[src/hdl/firmac_pkg.sv]
package firmac_pkg;

    typedef enum logic [1:0] {
        OP_FILTER = 2'd0,
        OP_LOAD   = 2'd1,
        OP_CLEAR  = 2'd2,
        OP_NONE   = 2'd3
    } opcode_t;

    typedef struct packed {
        logic clear;
        logic valid;
        logic use_tap;
        logic round;
    } mac_ctrl_t;

endpackage

[src/hdl/firmac_mac_unit.sv]
module firmac_mac_unit
    import firmac_pkg::*;
#(
    parameter int SAMPLE_BITS = 16,
    parameter int COEF_BITS   = 18,
    parameter int ACC_W       = 44
)
(
    input  logic                          clk,
    input  logic                          rst_n,
    input  mac_ctrl_t                     ctrl,
    input  logic signed [COEF_BITS-1:0]   coef,
    input  logic signed [SAMPLE_BITS-1:0] sample,
    output logic                          busy,
    output logic signed [SAMPLE_BITS-1:0] result,
    output logic                          saturated
);

    localparam int PW = SAMPLE_BITS + COEF_BITS;

    logic signed [PW-1:0]    prod_reg;
    logic                    prod_valid_reg;
    logic signed [ACC_W-1:0] acc_reg;
    logic signed [ACC_W-1:0] acc_next;
    logic signed [ACC_W-1:0] addend;
    logic signed [ACC_W:0]   sum;
    logic signed [ACC_W-1:0] shifted;
    logic signed [ACC_W-1:0] smax;
    logic signed [ACC_W-1:0] smin;

    always_ff @(posedge clk or negedge rst_n)
    begin
        if (!rst_n)
        begin
            prod_valid_reg <= 1'b0;
        end
        else
        begin
            prod_valid_reg <= ctrl.valid;
        end
    end

    always_ff @(posedge clk)
    begin
        if (ctrl.use_tap)
        begin
            prod_reg <= coef * sample;
        end
        else
        begin
            prod_reg <= '0;
        end
    end

    always_comb
    begin
        if (ctrl.round)
        begin
            addend = ACC_W'(1) <<< (COEF_BITS - 2);
        end
        else
        begin
            addend = ACC_W'(prod_reg);
        end
        sum = {addend[ACC_W-1], addend} + {acc_reg[ACC_W-1], acc_reg};
        if (sum[ACC_W] != sum[ACC_W-1])
        begin
            acc_next = sum[ACC_W] ? {1'b1, {(ACC_W-1){1'b0}}} : {1'b0, {(ACC_W-1){1'b1}}};
        end
        else
        begin
            acc_next = sum[ACC_W-1:0];
        end
    end

    always_ff @(posedge clk or negedge rst_n)
    begin
        if (!rst_n)
        begin
            acc_reg <= '0;
        end
        else if (ctrl.clear)
        begin
            acc_reg <= '0;
        end
        else if (prod_valid_reg || ctrl.round)
        begin
            acc_reg <= acc_next;
        end
    end

    always_comb
    begin
        smax    = {{(ACC_W-SAMPLE_BITS+1){1'b0}}, {(SAMPLE_BITS-1){1'b1}}};
        smin    = ~smax;
        shifted = acc_reg >>> (COEF_BITS - 1);
        if (shifted > smax)
        begin
            result    = smax[SAMPLE_BITS-1:0];
            saturated = 1'b1;
        end
        else if (shifted < smin)
        begin
            result    = smin[SAMPLE_BITS-1:0];
            saturated = 1'b1;
        end
        else
        begin
            result    = shifted[SAMPLE_BITS-1:0];
            saturated = 1'b0;
        end
    end

    assign busy = prod_valid_reg;

endmodule

[config.mk]
export PLATFORM = sky130hd
export DESIGN_NAME = firmac_mac_unit
export DESIGN_NICKNAME = d
export VERILOG_FILES = /design/src/hdl/firmac_pkg.sv /design/src/hdl/firmac_mac_unit.sv
export SDC_FILE = /design/constraint.sdc
export NUM_CORES = 1
export LEC_CHECK = 0
export BUFFER_PORTS_ARGS = -buffer_cell sky130_fd_sc_hd__buf_2
export CAP_MARGIN = 40
export CORE_MARGIN = 1.5
export CORE_UTILIZATION = 55
export DETAILED_ROUTE_END_ITERATION = 6
export PLACE_DENSITY = 0.72
export SYNTH_ARGS = -nofsm -noshare
export SYNTH_HDL_FRONTEND = slang
export SYNTH_SLANG_ARGS = --single-unit
[constraint.sdc]
create_clock -name clk -period 9.3 [get_ports clk]
set_input_delay 1.395 -clock clk [delete_from_list [all_inputs] [get_ports clk]]
set_output_delay 1.395 -clock clk [all_outputs]
set_load 0.1 [all_outputs]
==> flow_summary.ini <==
[outcome]
result_of_the_run = completed

[die]
floorplan.die.width_um = 178
design.die.area_um2 = 31500
core_region_area_um2 = 29800
floorplan.io_pins = 58
placementRows = 63
die-height_um = 178
initial_core_util = 0.562

[timing]
setup_ws_ns = 2.00
timing.setup.tns_ns = 0
timing.slew.headroom = 0.480
maximum_clock_skew_at_final_layout_ns = 0.00844
report.final.hold_viol_count = 0
f_max_mhz = 137
final.min_clock_period_ns = 7.30
rsz0062_at_grt = false
tightestPinTransition_ns = 0.776
hold_slack_ns = 0.489
finalSetupViolCount = 0
pins_over_slew_limit = 0
final_min_period_over_clock_period = 0.785

[route]
detail_route.vias_per_cell = 5.51
drcViolationCount = 0
route.final.wire_length_mm = 37.7
detail_route.iter0.violations = 778
ant_nets = 0
post_drt_wl_per_cell_um = 16.5
firstDrtPassIters = 5
vias = 12600

[placement]
gpl.final_weighted_congestion = 0.911
place.detailed.hpwl_mm = 30.6
pre_cts_ws_ns = 1.68
port_buffers = 57

[synth]
synthFlopType = sky130_fd_sc_hd__dfrtp_1
synth_cell_types = 86
async_reset_ff_frac = 0.570
synth_sequential_area_ratio = 0.108
register_bit_total_from_synthesis = 79
synth_top_cell_by_area = sky130_fd_sc_hd__fa_1
mappedNetlistNets = 2355
synth_most_common_cell = sky130_fd_sc_hd__inv_1
yosys-top-cells-area = sky130_fd_sc_hd__fa_1 35%, sky130_fd_sc_hd__ha_1 9.7%, sky130_fd_sc_hd__inv_1 7.6%
synth_top_area_frac = 0.348
netlist_area_um2 = 16800
syn-instance-count = 1894
post_synth.cell_area_avg_um2 = 8.85
synth_enable_flop_cells = 0
synth_top_cells_by_count = 340 x sky130_fd_sc_hd__inv_1, 291 x sky130_fd_sc_hd__fa_1, 220 x sky130_fd_sc_hd__nand2_1
synth_warnings = 0

[clock_network]
cts.path.max_buffers = 2
post_cts.resized_instances = 0
cts.root.buffer_cell = sky130_fd_sc_hd__clkbuf_16
cts_made_buffers = 9
clk_transition_reported_paths_ns = 0.07
cts_hold_repair.buffers = 0
cts_max_level = 3
cts_tree = done
cts_setup_buffers = 0
clock_latency_ns = 0.34
cts_num_sinks = 79

[cells_and_area]
filler_cell_count = 2664
final_layout_size_suffix_gt1_frac = 0.0713
finalCoreUtilization = 0.585
num_antenna_cells = 0
largest_register_ffs = 44
area_delta_synth_final_pct = 4.05
finish.net_count = 2350

[worst_hold_path]
hold_path_class = reg -> reg

[setup_path]
worst_path_buf_inv = 5
cp_cell_sequence = buf_2 > and2_1 > fa_1 > inv_1 > fa_1 > inv_1 > ha_1 > fa_1 > inv_1 > fa_1 > fa_1 > inv_1 > ha_1 > a21o_1 > a21o_1 > a221oi_1 > o21ai_1 > o2bb2ai_1 > o41ai_1 > nor3_1 > or3_1 > nand3_1
longest_individual_stage_delay_on_the_worst_path_ns = 0.56
worstSetupEndpointType = flop
critPathLaunchType = input pin
crit_type = in -> reg
critical_path_arrival_ns = 7.59
crit_path_frequent_cell = sky130_fd_sc_hd__fa_1
top_fanout_value_on_the_critical_path = 16
wp_data_required_ns = 9.58
cpLargestDelayFamily = adder cells
slowest_stage_cell_on_the_critical_path = sky130_fd_sc_hd__fa_1

[global_route]
grt_first_pass_wirelength_mm = 65.2
antenna_found_initial = 1
grt_start_max_net_pins = 48
globalRouteTotalUtil = 0.257
first_global_vias = 13200
grt.overflow.total = 0

[run]
maximum_capacitance_violations = 0
[worst min-delay path, delay by kind of cell, from the launching register on]
kind | cells | cell delay, ns
AOI/OAI and AO/OA | 1 | 0.05
DFF | 1 | 0.35
and+or+nand+nor | 1 | 0.06
[cells in the final DEF (no fill, tap or decap), types with 35 or more instances in the layout]
cell	instances
sky130_fd_sc_hd__nor2_1	78
sky130_fd_sc_hd__buf_2	57
sky130_fd_sc_hd__and2_1	148
sky130_fd_sc_hd__a21oi_1	47
sky130_fd_sc_hd__o21ai_1	35
sky130_fd_sc_hd__nand2_1	220
sky130_fd_sc_hd__a21o_1	44
sky130_fd_sc_hd__inv_1	340
sky130_fd_sc_hd__nor2b_1	38
sky130_fd_sc_hd__fa_1	291
sky130_fd_sc_hd__xnor2_1	40
sky130_fd_sc_hd__ha_1	130
sky130_fd_sc_hd__dfrtp_1	45
sky130_fd_sc_hd__nor3_1	48
[metal layers]
layer | GRT usage | vias to the layer above | wire length [um]
met4 | 0.0609 | 0 | 715
li1 | - | 5972 | -
met3 | 0.0276 | 48 | 2330
met2 | 0.427 | 375 | 17500
met1 | 0.363 | 6183 | 17200
met5 | 0 | - | 0
[per-stage QoR]
step                      cell area [um2]  cells
final                               17400   2284
after global routing                17400   2284
after CTS                           17400   2284
after detailed placement            17200   2268
after global placement              17100   2265
after floorplan                     16800   1894
[final timing paths]
check,startpoint,end,slack [ns],cells after the start
worst max-delay path,coef[1],prod_reg[33],2.00,22
worst min-delay path,acc_reg[15],acc_reg[15],0.49,2
worst max register to register,prod_reg[0],acc_reg[23],5.32,13
worst min register to register,acc_reg[15],acc_reg[15],0.49,2
max in group asynchronous,rst_n,acc_reg[28],7.72,2
min in group asynchronous,rst_n,acc_reg[9],1.15,2
[cell families (layout without fill, tap and decap cells)]
family                   count (synthesis)  count (layout)  share of synthesized area
flip-flops                              79              79                      0.108
AO/OA/AOI/OAI                          282             282                      0.119
XOR/XNOR                                67              67                     0.0350
multiplexers                             2               2                    0.00119
adder cells (fa/ha/maj)                421             421                      0.445
AND/OR/NAND/NOR                        620             620                      0.188
buffers and inverters                  423             423                      0.104
[area by class of cell]
type / count / area [um2] / share of cell area
tap: 390 / 488 / 0.0280
inverter: 341 / 1280 / 0.0734
clock inverter: 7 / 60.1 / 0.00344
multi-input combinational: 1392 / 13200 / 0.759
clock buffer: 9 / 225 / 0.0129
sequential: 79 / 1810 / 0.104
timing repair buffer: 66 / 349 / 0.0200
Power is not shown: default switching activity piles up to over one toggle a cycle in this logic, so the estimate is an artifact.
